## src/rtl/circular_queue_with_search_top_assert.svh

```systemverilog
// Assertion macros for the circular queue with search.
// Included by the top level; needs no package.
`ifndef CIRCULAR_QUEUE_WITH_SEARCH_TOP_ASSERT_SVH
`define CIRCULAR_QUEUE_WITH_SEARCH_TOP_ASSERT_SVH
`ifndef SYNTHESIS
// Immediate implication in the same cycle, disabled during reset.
`define QS_ASSERT(lbl, clk, rst, prop, msg) \
   lbl: assert property (@(posedge clk) disable iff (rst) (prop)) else $error(msg);
// Antecedent in this cycle, consequent in the next one.
`define QS_ASSERT_NEXT(lbl, clk, rst, ante, cons, msg) \
   lbl: assert property (@(posedge clk) disable iff (rst) (ante) |=> (cons)) else $error(msg);
`else
`define QS_ASSERT(lbl, clk, rst, prop, msg)
`define QS_ASSERT_NEXT(lbl, clk, rst, ante, cons, msg)
`endif
`endif

```

## src/rtl/qsrch_pkg.sv

```systemverilog
// Shared types, codes and helper functions for the circular queue with search.
// No dependencies; used by qsrch_ram and circular_queue_with_search_top.
package qsrch_pkg;

   localparam int DEPTH  = 16;
   localparam int DATA_W = 32;
   localparam int IDX_W  = 4;
   localparam int CNT_W  = 5;
   localparam int CAP_W  = 5;

   typedef enum logic [1:0] {
      MODE_PUSH   = 2'd0,
      MODE_POP    = 2'd1,
      MODE_SEARCH = 2'd2,
      MODE_PEEK   = 2'd3
   } mode_type;

   typedef enum logic [1:0] {
      STATUS_OK    = 2'd0,
      STATUS_FULL  = 2'd1,
      STATUS_EMPTY = 2'd2
   } status_type;

   typedef enum logic [1:0] {
      ST_IDLE,
      ST_FETCH,
      ST_SCAN,
      ST_DONE
   } state_type;

   typedef struct packed {
      mode_type                  mode;
      logic signed [DATA_W-1:0]  value;
   } req_type;

   typedef struct packed {
      status_type                status;
      logic                      found;
      logic [IDX_W-1:0]          position;
      logic signed [DATA_W-1:0]  front_value;
      logic signed [DATA_W-1:0]  back_value;
      logic [CNT_W-1:0]          count;
      logic                      is_empty;
      logic                      is_full;
   } rsp_type;

   // Zero or oversize capacity means the whole ring.
   function automatic logic [CNT_W-1:0] eff_cap(input logic [CAP_W-1:0] cap);
      if (cap == '0 || cap > CAP_W'(DEPTH)) begin
         return CNT_W'(DEPTH);
      end
      return CNT_W'(cap);
   endfunction

   // Advance a ring index, wrapping at the effective capacity.
   function automatic logic [IDX_W-1:0] next_slot(input logic [IDX_W-1:0] i,
                                                  input logic [CNT_W-1:0] cap);
      logic [CNT_W-1:0] inc;
      inc = CNT_W'(i) + CNT_W'(1);
      return (inc >= cap) ? '0 : inc[IDX_W-1:0];
   endfunction

endpackage

```

## src/rtl/qsrch_ram.sv

```systemverilog
// Slot storage for the queue: one write port, one read port with registered data.
// Depends on qsrch_pkg for depth and data width.
module qsrch_ram (
   input  logic                                  clock,
   input  logic                                  wr_en,
   input  logic [qsrch_pkg::IDX_W-1:0]           wr_addr,
   input  logic signed [qsrch_pkg::DATA_W-1:0]   wr_data,
   input  logic [qsrch_pkg::IDX_W-1:0]           rd_addr,
   output logic signed [qsrch_pkg::DATA_W-1:0]   rd_data
);

   logic signed [qsrch_pkg::DATA_W-1:0] slots_ff [qsrch_pkg::DEPTH];
   logic signed [qsrch_pkg::DATA_W-1:0] rd_data_ff;

   always_ff @(posedge clock) begin
      if (wr_en) begin
         slots_ff[wr_addr] <= wr_data;
      end
      rd_data_ff <= slots_ff[rd_addr];
   end

   assign rd_data = rd_data_ff;

endmodule

```

## src/rtl/circular_queue_with_search_top.sv

```systemverilog
// Top level of the circular queue with search: sequencer, pointers and result register.
// Depends on qsrch_pkg, qsrch_ram and circular_queue_with_search_top_assert.svh.
//
//   channel | ports                        | handshake
//   --------+------------------------------+----------------------
//   request | req_valid/req_ready/req_data | valid/ready
//   result  | rsp_valid/rsp_ready/rsp_data | valid/ready
//   csr     | csr_wr_en/csr_wr_data        | write strobe, no wait
//
// One transaction at a time. Push and peek go from acceptance to DONE, then to the result
// register; pop first passes FETCH (one read of the new head). Search passes SCAN, which
// compares m slots (1 up to the fill count) in turn through the single slot read port and
// comparator. A full result register stalls the sequencer before it frees req_ready.
// Reset (synchronous) empties the queue and sets capacity to 16; the slots are not cleared.

`include "circular_queue_with_search_top_assert.svh"

module circular_queue_with_search_top (
   input  logic                               clock,
   input  logic                               reset,
   input  logic                               req_valid,
   output logic                               req_ready,
   input  qsrch_pkg::req_type                 req_data,
   output logic                               rsp_valid,
   input  logic                               rsp_ready,
   output qsrch_pkg::rsp_type                 rsp_data,
   input  logic                               csr_wr_en,
   input  logic [qsrch_pkg::CAP_W-1:0]        csr_wr_data
);

   qsrch_pkg::state_type                 state_ff, state_in;
   logic [qsrch_pkg::IDX_W-1:0]          head_ff, head_in;
   logic [qsrch_pkg::IDX_W-1:0]          tail_ff, tail_in;
   logic [qsrch_pkg::CNT_W-1:0]          count_ff, count_in;
   logic [qsrch_pkg::CAP_W-1:0]          cap_ff, cap_in;
   logic signed [qsrch_pkg::DATA_W-1:0]  front_ff, front_in;
   logic signed [qsrch_pkg::DATA_W-1:0]  back_ff, back_in;
   logic signed [qsrch_pkg::DATA_W-1:0]  key_ff, key_in;
   logic [qsrch_pkg::IDX_W-1:0]          idx_ff, idx_in;
   logic [qsrch_pkg::IDX_W-1:0]          cmp_idx_ff, cmp_idx_in;
   logic [qsrch_pkg::CNT_W-1:0]          left_ff, left_in;
   qsrch_pkg::status_type                status_ff, status_in;
   logic                                 found_ff, found_in;
   logic [qsrch_pkg::IDX_W-1:0]          pos_ff, pos_in;
   logic                                 rsp_valid_ff, rsp_valid_in;
   qsrch_pkg::rsp_type                   rsp_ff, rsp_in;

   logic [qsrch_pkg::CNT_W-1:0]          cap_eff;
   logic [qsrch_pkg::CNT_W-1:0]          cfg_last;
   logic [qsrch_pkg::IDX_W-1:0]          head_next;
   logic [qsrch_pkg::IDX_W-1:0]          tail_next;

   logic                                 wr_en;
   logic [qsrch_pkg::IDX_W-1:0]          rd_addr;
   logic signed [qsrch_pkg::DATA_W-1:0]  rd_data;

   assign cap_eff   = qsrch_pkg::eff_cap(cap_ff);
   assign cfg_last  = qsrch_pkg::eff_cap(csr_wr_data) - qsrch_pkg::CNT_W'(1);
   assign head_next = qsrch_pkg::next_slot(head_ff, cap_eff);
   assign tail_next = qsrch_pkg::next_slot(tail_ff, cap_eff);

   qsrch_ram u_ram (
      .clock   (clock),
      .wr_en   (wr_en),
      .wr_addr (tail_next),
      .wr_data (req_data.value),
      .rd_addr (rd_addr),
      .rd_data (rd_data)
   );

   always_comb begin
      state_in     = state_ff;
      head_in      = head_ff;
      tail_in      = tail_ff;
      count_in     = count_ff;
      cap_in       = cap_ff;
      front_in     = front_ff;
      back_in      = back_ff;
      key_in       = key_ff;
      idx_in       = idx_ff;
      cmp_idx_in   = cmp_idx_ff;
      left_in      = left_ff;
      status_in    = status_ff;
      found_in     = found_ff;
      pos_in       = pos_ff;
      rsp_valid_in = rsp_valid_ff && !rsp_ready;
      rsp_in       = rsp_ff;
      req_ready    = 1'b0;
      wr_en        = 1'b0;
      rd_addr      = head_ff;

      unique case (state_ff)
         qsrch_pkg::ST_IDLE: begin
            req_ready = 1'b1;
            // pop reads the new head straight away
            rd_addr = (req_data.mode == qsrch_pkg::MODE_POP) ? head_next : head_ff;
            if (req_valid) begin
               status_in = qsrch_pkg::STATUS_OK;
               found_in  = 1'b0;
               pos_in    = '0;
               key_in    = req_data.value;
               state_in  = qsrch_pkg::ST_DONE;
               unique case (req_data.mode)
                  qsrch_pkg::MODE_PUSH: begin
                     if (count_ff >= cap_eff) begin
                        status_in = qsrch_pkg::STATUS_FULL;
                     end else begin
                        wr_en    = 1'b1;
                        tail_in  = tail_next;
                        back_in  = req_data.value;
                        count_in = count_ff + qsrch_pkg::CNT_W'(1);
                        if (count_ff == '0) begin
                           front_in = req_data.value;
                        end
                     end
                  end
                  qsrch_pkg::MODE_POP: begin
                     if (count_ff == '0) begin
                        status_in = qsrch_pkg::STATUS_EMPTY;
                     end else begin
                        head_in  = head_next;
                        count_in = count_ff - qsrch_pkg::CNT_W'(1);
                        state_in = qsrch_pkg::ST_FETCH;
                     end
                  end
                  qsrch_pkg::MODE_SEARCH: begin
                     if (count_ff == '0) begin
                        status_in = qsrch_pkg::STATUS_EMPTY;
                     end else begin
                        cmp_idx_in = head_ff;
                        idx_in     = head_next;
                        left_in    = count_ff;
                        state_in   = qsrch_pkg::ST_SCAN;
                     end
                  end
                  qsrch_pkg::MODE_PEEK: begin
                  end
                  default: begin
                  end
               endcase
            end
         end
         qsrch_pkg::ST_FETCH: begin
            front_in = rd_data;
            state_in = qsrch_pkg::ST_DONE;
         end
         qsrch_pkg::ST_SCAN: begin
            // compare the slot read last cycle, fetch the next one
            rd_addr = idx_ff;
            if (rd_data == key_ff) begin
               found_in = 1'b1;
               pos_in   = cmp_idx_ff;
               state_in = qsrch_pkg::ST_DONE;
            end else if (left_ff == qsrch_pkg::CNT_W'(1)) begin
               state_in = qsrch_pkg::ST_DONE;
            end else begin
               cmp_idx_in = idx_ff;
               idx_in     = qsrch_pkg::next_slot(idx_ff, cap_eff);
               left_in    = left_ff - qsrch_pkg::CNT_W'(1);
            end
         end
         qsrch_pkg::ST_DONE: begin
            // hold until the result register is free
            if (!rsp_valid_ff || rsp_ready) begin
               rsp_valid_in         = 1'b1;
               rsp_in.status        = status_ff;
               rsp_in.found         = found_ff;
               rsp_in.position      = pos_ff;
               rsp_in.front_value   = (count_ff != '0) ? front_ff : '0;
               rsp_in.back_value    = (count_ff != '0) ? back_ff : '0;
               rsp_in.count         = count_ff;
               rsp_in.is_empty      = (count_ff == '0);
               rsp_in.is_full       = (count_ff == cap_eff);
               state_in             = qsrch_pkg::ST_IDLE;
            end
         end
         default: begin
            state_in = qsrch_pkg::ST_IDLE;
         end
      endcase

      // capacity write empties the ring
      if (csr_wr_en) begin
         cap_in   = csr_wr_data;
         head_in  = '0;
         tail_in  = cfg_last[qsrch_pkg::IDX_W-1:0];
         count_in = '0;
      end
   end

   always_ff @(posedge clock) begin
      if (reset) begin
         state_ff     <= qsrch_pkg::ST_IDLE;
         head_ff      <= '0;
         tail_ff      <= qsrch_pkg::IDX_W'(qsrch_pkg::DEPTH - 1);
         count_ff     <= '0;
         cap_ff       <= qsrch_pkg::CAP_W'(qsrch_pkg::DEPTH);
         rsp_valid_ff <= 1'b0;
      end else begin
         state_ff     <= state_in;
         head_ff      <= head_in;
         tail_ff      <= tail_in;
         count_ff     <= count_in;
         cap_ff       <= cap_in;
         rsp_valid_ff <= rsp_valid_in;
      end
   end

   always_ff @(posedge clock) begin
      front_ff   <= front_in;
      back_ff    <= back_in;
      key_ff     <= key_in;
      idx_ff     <= idx_in;
      cmp_idx_ff <= cmp_idx_in;
      left_ff    <= left_in;
      status_ff  <= status_in;
      found_ff   <= found_in;
      pos_ff     <= pos_in;
      rsp_ff     <= rsp_in;
   end

   assign rsp_valid = rsp_valid_ff;
   assign rsp_data  = rsp_ff;

   `QS_ASSERT(a_count_in_cap, clock, reset, count_ff <= cap_eff, "fill count above capacity")
   `QS_ASSERT(a_scan_left, clock, reset, (state_ff != qsrch_pkg::ST_SCAN) || (left_ff != '0 && left_ff <= count_ff), "scan count out of range")
   `QS_ASSERT(a_found_ok, clock, reset, !(rsp_valid_ff && rsp_ff.found) || (rsp_ff.status == qsrch_pkg::STATUS_OK && !rsp_ff.is_empty), "match reported on a failed search")
   `QS_ASSERT_NEXT(a_done_load, clock, reset, state_ff == qsrch_pkg::ST_DONE && (!rsp_valid_ff || rsp_ready), rsp_valid_ff && state_ff == qsrch_pkg::ST_IDLE, "result not loaded")

endmodule
```

## config.mk

```make
export PLATFORM = sky130hd
export DESIGN_NAME = circular_queue_with_search_top
export DESIGN_NICKNAME = d
export VERILOG_FILES = /design/src/rtl/qsrch_pkg.sv /design/src/rtl/qsrch_ram.sv /design/src/rtl/circular_queue_with_search_top.sv
export VERILOG_INCLUDE_DIRS = /design/src /design/src/rtl
export SDC_FILE = /design/constraint.sdc
export NUM_CORES = 1
export LEC_CHECK = 0
export ABC_CLOCK_PERIOD_IN_PS = 8980
export BUFFER_PORTS_ARGS = -buffer_cell sky130_fd_sc_hd__buf_2
export CORE_MARGIN = 2
export CORE_UTILIZATION = 59
export DETAILED_ROUTE_END_ITERATION = 8
export PLACE_DENSITY_LB_ADDON = 0.25
export SYNTH_ARGS = -nofsm -noshare
export SYNTH_HDL_FRONTEND = slang
export SYNTH_SLANG_ARGS = --single-unit
export TNS_END_PERCENT = 1
```

## constraint.sdc

```tcl
create_clock -name clock -period 8.98 [get_ports clock]
set_input_delay 0.449 -clock clock [delete_from_list [all_inputs] [get_ports clock]]
set_output_delay 0.449 -clock clock [all_outputs]
set_load 0.03 [all_outputs]
```

# Word-level counts from Yosys, hierarchy flattened
# Memories as Yosys holds them, arrays and structs flattened. A register that Yosys moved wholly into a read port is not among the register bits.
# Cells that the tools add are included.
[classes]
n_addsub = 7
order_cmp = 6
eq_ne = 22
n_mux = 68
bitwise_logic = 2
reduce_logical = 30
[ops]
columns = ["op", "n"]
rows = [
  ["$mux W32", 4],
  ["$mux W4", 23],
  ["$pmux W32 S2", 1],
  ["$mux W5", 9],
  ["$eq A32 B32 Y1", 1],
  ["$pmux W4 S2", 4],
  ["$ne A2 B2 Y1 const B", 11],
  ["$ge A5 B5 Y1", 4],
  ["$pmux W5 S2", 2],
  ["$add A4 B1 Y5 const B", 3],
  ["$logic_not A5 Y1", 3],
  ["$mux W1", 15],
  ["$mux W2", 6],
  ["$reduce_and A4 Y1", 3],
  ["$reduce_bool A2 Y1", 6],
  ["$gt A5 B5 Y1 const B", 2],
  ["$reduce_and A5 Y1", 2],
  ["$sub A5 B1 Y5 const B", 2],
  ["$pmux W2 S2", 2],
  ["$pmux W2 S4", 1],
  ["$eq A2 B2 Y1 const B", 3],
  ["$reduce_and A3 Y1", 2],
  ["$reduce_and A6 Y1", 1],
  ["$add A5 B1 Y5 const B", 1],
  ["other kinds (15)", 24],
]
[word_totals]
regBits = 215
ramBits = 512
input_bits = 44
output_inout_bits = 80
word_cells = 159
mem_count = 1
[mem_list]
columns = ["name", "words", "width", "rd", "rd_clocked_by_memory_dff", "write_ports", "line_no", "text"]
rows = [
  ["u_ram.slots_ff", 16, 32, 1, 1, 1, "qsrch_ram.sv:12", "logic signed [qsrch_pkg::DATA_W-1:0] slots_ff [qsrch_pkg::DEPTH];"],
]

# Depth between registers and ports, before layout
[depth]
depth_word = 11
depth_mapped = 15
mapped_depth_nobuf = 12

# Hierarchy
# A second synthesis with hierarchy kept.
[unflattened]
cells_unflattened = 1468
hier_area_um2 = 29004.1
[by_module_without_submodules]
columns = ["mod", "n_inst", "cells_per_inst", "area_each_um2", "seq_area_each_um2"]
rows = [
  ["qsrch_ram", 1, 838, 19835.3, 16015.4],
  ["circular_queue_with_search_top", 1, 630, 9168.8, 6246.0],
]

# Least setup slack after synthesis
# No wires, ideal clock.
[synth_path]
kind = "register to register"
from = "register state_ff[0]"
to = "memory u_ram.slots_ff[1][0] in the netlist's numbering (enable)"
arrival_time_ps = 7322
required_ps = 8477
slack_ps = 1155
stages_incl_launch_ff = 12
path_buffers = 2
period_less_slack_ps = 7825
path_cell_list = "dfxtp_1 > inv_1 > ha_1 > buf_4 > inv_1 > nor2_1 > nand2_1 > or2_1 > clkbuf_1 > inv_1 > o21ai_0 > nor4_1"
[synth_between]
elab_chain_cells = 4
[synth_rtl]
columns = ["element", "line_no", "text"]
rows = [
  ["start: declaration", "circular_queue_with_search_top.sv:31", "qsrch_pkg::state_type state_ff, state_in;"],
  ["start signal: assignment", "circular_queue_with_search_top.sv:193", "state_ff <= qsrch_pkg::ST_IDLE;"],
  ["start signal: assignment", "circular_queue_with_search_top.sv:200", "state_ff <= state_in;"],
  ["$logic_not A2 Y1", "circular_queue_with_search_top.sv:92", "unique case (state_ff)"],
  ["$mux W1", "circular_queue_with_search_top.sv:92", ""],
  ["$mux W1", "qsrch_ram.sv:16", "if (wr_en) begin"],
  ["$mux W1 (implied by the code)", "qsrch_ram.sv:17", "slots_ff[wr_addr] <= wr_data;"],
  ["end: declaration", "qsrch_ram.sv:12", ""],
]
# No other way between the ends.

# Worst setup path in the final report
[layout_path]
from = "register cap_ff[0] in the netlist's numbering"
to = "memory u_ram.slots_ff[3][18] in the netlist's numbering (enable)"
[layout_between]
elab_chain_cells = 11
elab_cells_between_ends = 14
[layout_rtl]
columns = ["element", "line_no", "text"]
rows = [
  ["start: declaration", "circular_queue_with_search_top.sv:35", "logic [qsrch_pkg::CAP_W-1:0] cap_ff, cap_in;"],
  ["start signal: assignment", "circular_queue_with_search_top.sv:197", "cap_ff <= qsrch_pkg::CAP_W'(qsrch_pkg::DEPTH);"],
  ["start signal: assignment", "circular_queue_with_search_top.sv:204", "cap_ff <= cap_in;"],
  ["$gt A5 B5 Y1 or $logic_not A5 Y1 (tied branches)", "qsrch_pkg.sv:49", "if (cap == '0 || cap > CAP_W'(DEPTH)) begin"],
  ["$logic_or A1 B1 Y1", "qsrch_pkg.sv:49", ""],
  ["$mux W1", "qsrch_pkg.sv:49", ""],
  ["$mux W5 (*)", "qsrch_pkg.sv:52", "return CNT_W'(cap);"],
  ["$ge A5 B5 Y1", "circular_queue_with_search_top.sv:105", "if (count_ff >= cap_eff) begin"],
  ["$mux W1", "circular_queue_with_search_top.sv:105", ""],
  ["$mux W1", "circular_queue_with_search_top.sv:103", "unique case (req_data.mode)"],
  ["$mux W1", "circular_queue_with_search_top.sv:97", "if (req_valid) begin"],
  ["$mux W1", "circular_queue_with_search_top.sv:92", ""],
  ["$mux W1", "qsrch_ram.sv:16", ""],
  ["$mux W1 (implied by the code)", "qsrch_ram.sv:17", ""],
]
# Mark *: on every way between the ends. The rest lies on a longest branch, timed or not.

==> metrics <==
result of the run=finished, final reports clean; synthesized area divided by synthesized cell count=16.0 um2; largest area contributor in the synthesized netlist=sky130_fd_sc_hd__edfxtp_1; ANT cells=0; max-cap check violation count=0; number of setup violations in the final report=0; class of the most critical hold timing path=primary input to flop; reported leakage power=11.4 nW; proportion of register bits with asynchronous set or reset after synthesis=0%; part of the total power dissipated in the clock network=32.5%; main combinational cell family by area after synthesis=compound AO/OA/AOI/OAI gates; cts bufs inserted=74; xor/xnor share of the synthesized area=1.44%; Adder-Cell Fraction of Synth Area=1.64%; Core Box Area=50,400 um2; simple-gate share of the synthesized area=6.61%; slack of the worst reg-to-reg path=3600 ps; filler instances=3,290; number of instances in the synthesized netlist=1,888; Switching Share=29.4%; portion of the post-synthesis area used by sequential elements=73.6%; Final Routed Wirelength=70.9 mm; Die Y-Extent=230 um; final critical-path share of the clock period=59.9%; FP Rows=82; crit path from=cap_ff[0]$_SDFFE_PP0P_; power consumption=9.57 mW; cell area power density=281 nW/um2; initial antenna violation count=1; end of the worst register-to-register path=u_ram.slots_ff[3][18]$_DFFE_PP_; clock period minus worst slack=5380 ps; detailed router's first-iteration violation count=1,953; total cell area at the placement stage=31,700 um2; worst setup skew after layout=14.9 ps; WS Path Type=flop to flop; via count=17,477; Power Internal=6.76 mW; Clock Tree Root=sky130_fd_sc_hd__clkbuf_16; share of total power in sequential cells=45.8%; Worst EP arrival=5600 ps; fraction of synthesized area in multiplexers=6.28%; cell area after layout=34,100 um2; Initial Utilization=60.0%; post-synthesis compound-gate area fraction=8.49%; Setup TNS Final=0 ps; combinational share of power=21.6%; Layout Nets=2,095; synthesis-stage register bit count=759; setup repair after global routing missed its margin=no; Netlist Area Pre-Place=30,200 um2; Initial DRT Pass Iterations=7; largest net degree at the start of global routing=127; number of pins with negative max-slew slack in the final report=0; met3 track utilization from global routing=4.24%; sort of element at the end of the critical path=flop; GRT busiest layer=met2; Data required, critical path=9200 ps; upper clock frequency limit=0.186 GHz; number of H-tree branching levels=3; top cell type's share of synthesized area=70.1%; post-cts sizing count=0; per-cell routed wire length=25.8 um; dominant cells by area after synthesis=sky130_fd_sc_hd__edfxtp_1, sky130_fd_sc_hd__mux2_2, sky130_fd_sc_hd__dfxtp_1, sky130_fd_sc_hd__nand2_1, sky130_fd_sc_hd__ha_1; placer congestion estimate=0.838; largest fanout of any net on the critical path=35; share of final-layout standard cells stronger than drive strength 1=22.6%; buffers inserted during post-CTS setup optimization=0; worst max-slew margin expressed relative to the limit=16.4%; Worst Reg2Reg Path Length in Cells=12; vias in the first global route=17,634; count of unique library cells instantiated by Yosys=70; Post-route DRC=0; GRT Overall Usage=26.8%; # port buffers=123; maximum vdd ir drop=184 uV; synthesized netlist net count=1,971; number of buffers on the longest clock path=3; clock-pin slew on the worst setup and hold paths=60 ps; number of clock sinks=759; TritonCTS clock tree=built; Placed Instances=2,608; final standard cell count with taps included and fillers excluded=2,744; Avg Vias per Cell=6.37; first-pass GRT wire length=107 mm; post-synthesis to final-layout area growth=12.9%; Antenna Nets Post-Route=0; later-pin clock latency in the skew report=610 ps; switching pwr=2.82 mW; hold_buf cts=0; r2r startpoint=cap_ff[0]$_SDFFE_PP0P_; total congestion overflow=0; kind of start point of the critical path=flop; transition time at the pin with the least slew margin=1250 ps; Final Hold Vio Count=0; total half-perimeter wirelength after legalization and detailed placement=40.5 mm; met2 track utilization from global routing=42.9%; number of synthesized flops with an enable pin=706; Die Area=53,100 um2; Main synth FF type=sky130_fd_sc_hd__edfxtp_1; Die X=230 um; number of warnings printed during yosys synthesis=0; global-route met1 utilization=37.8%; worst setup path endpoint=u_ram.slots_ff[3][18]$_DFFE_PP_; count of pins on the block boundary=124
[sequential cells by signal, indices dropped and copies added (netlist names)]
name,flops
front_ff,32
head_ff,4
key_ff,32
u_ram.rd_data,32
cap_ff,5
count_ff,5
back_ff,32
rsp_data,78
state_ff,2
idx_ff,4
u_ram.slots_ff,512
pos_ff,4
tail_ff,4
rsp_valid,1
cmp_idx_ff,4
status_ff,2
found_ff,1
left_ff,5
[layout by cell type (no fill, tap or decap), types with 40 or more instances in the layout]
cell and count:
sky130_fd_sc_hd__buf_2 123, sky130_fd_sc_hd__xnor2_1 40, sky130_fd_sc_hd__o21ai_0 47, sky130_fd_sc_hd__and2_1 71, sky130_fd_sc_hd__nand3_1 47, sky130_fd_sc_hd__mux2_2 150
sky130_fd_sc_hd__nand2_1 141, sky130_fd_sc_hd__edfxtp_1 706, sky130_fd_sc_hd__a21oi_1 50, sky130_fd_sc_hd__dfxtp_1 53, sky130_fd_sc_hd__a211oi_1 40, sky130_fd_sc_hd__clkbuf_16 76
[logic make-up after synthesis]
logic type / after synthesis
flip-flops: 759
AND/OR/NAND/NOR: 404
AO/OA/AOI/OAI: 336
multiplexers: 169
buffers and inverters: 133
XOR/XNOR: 48
adder cells (fa/ha/maj): 39
[layout make-up]
class | count | area [um2] | area share, %
inverters | 22 | 82.6 | 0.242
clock inverters | 33 | 358 | 1.05
multi-input cells | 996 | 7590 | 22.2
clock buffers | 103 | 2090 | 6.13
flip-flops and latches | 759 | 22300 | 65.2
well taps | 672 | 841 | 2.46
repair buffers | 159 | 898 | 2.63
[layer usage]
layer | vias up | part of all wire [%] | wire length, um
met1 | 8882 | 41 | 29200
met4 | 0 | 2.7 | 1880
li1 | 7613 | - | -
met5 | - | 0 | 0
met3 | 123 | 8.1 | 5730
met2 | 859 | 48 | 34100
[Yosys cell counts, types with 7 or more instances]
| library cell | instances |
|---|---|
| sky130_fd_sc_hd__inv_1 | 21 |
| sky130_fd_sc_hd__o21ai_0 | 47 |
| sky130_fd_sc_hd__o2111ai_1 | 30 |
| sky130_fd_sc_hd__clkbuf_1 | 69 |
| sky130_fd_sc_hd__nor2b_1 | 7 |
| sky130_fd_sc_hd__a21oi_1 | 50 |
| sky130_fd_sc_hd__a211o_1 | 32 |
| sky130_fd_sc_hd__edfxtp_1 | 706 |
| sky130_fd_sc_hd__and3_1 | 37 |
| sky130_fd_sc_hd__nand4_1 | 8 |
| sky130_fd_sc_hd__nand3_1 | 47 |
| sky130_fd_sc_hd__ha_1 | 38 |
| sky130_fd_sc_hd__nand2_1 | 144 |
| sky130_fd_sc_hd__and2_1 | 71 |
| sky130_fd_sc_hd__dfxtp_1 | 53 |
| sky130_fd_sc_hd__xnor2_1 | 40 |
| sky130_fd_sc_hd__nand2b_1 | 8 |
| sky130_fd_sc_hd__buf_4 | 10 |
| sky130_fd_sc_hd__buf_2 | 29 |
| sky130_fd_sc_hd__a211oi_1 | 40 |
| sky130_fd_sc_hd__a22oi_1 | 31 |
| sky130_fd_sc_hd__a221oi_1 | 31 |
| sky130_fd_sc_hd__nor3_1 | 8 |
| sky130_fd_sc_hd__nor2_1 | 51 |
| sky130_fd_sc_hd__a311o_1 | 30 |
| sky130_fd_sc_hd__mux2i_1 | 12 |
| sky130_fd_sc_hd__mux2_2 | 150 |
[power by group through the flow]
stage                     Clock [mW]  Sequential [mW]  Combinational (mW)
final                           3.11             4.39                2.07
after global routing            3.29             4.41                2.20
after CTS                       3.14             4.39                2.05
after detailed placement           0             4.46                2.03
after global placement             0             4.45                1.97
after floorplan                    0             4.47                1.31
[worst max-delay path, stage by stage (launching register included)]
cell and delay [ps]:
sky130_fd_sc_hd__dfxtp_1 320, sky130_fd_sc_hd__or4_1 520, sky130_fd_sc_hd__ha_1 290, sky130_fd_sc_hd__nand2b_1 230
sky130_fd_sc_hd__ha_1 330, sky130_fd_sc_hd__a21o_1 180, sky130_fd_sc_hd__a21o_1 170, sky130_fd_sc_hd__a221o_1 390
sky130_fd_sc_hd__or2_1 370, sky130_fd_sc_hd__inv_2 80, sky130_fd_sc_hd__buf_4 530, sky130_fd_sc_hd__o21ai_0 560
sky130_fd_sc_hd__nor2_4 990
[metrics by stage]
stage	hold slack [ps]	utilization, %	setup slack [ps]
after floorplan	400	-	1150
after detailed placement	405	62.9	3600
final	85.5	67.7	3600
after global placement	401	62.9	3720
after CTS	58.7	67.7	3570
after global routing	87.2	67.7	3340
[worst min path at each step]
stage	start	endpoint	slack, ps	depth (start not counted)
after CTS	csr_wr_data[0]	tail_ff[0]$_SDFFE_PP1P_	60	2
after detailed placement	status_ff[0]$_DFFE_PP_	rsp_data[76]$_DFFE_PP_	410	0
after global routing	csr_wr_data[0]	tail_ff[0]$_SDFFE_PP1P_	90	2
after floorplan	pos_ff[0]$_SDFFCE_PN0P_	rsp_data[71]$_DFFE_PP_	400	0
final	csr_wr_data[0]	tail_ff[0]$_SDFFE_PP1P_	90	2
after global placement	pos_ff[2]$_SDFFCE_PN0P_	rsp_data[73]$_DFFE_PP_	400	0
(Power assumes the default switching activity.)
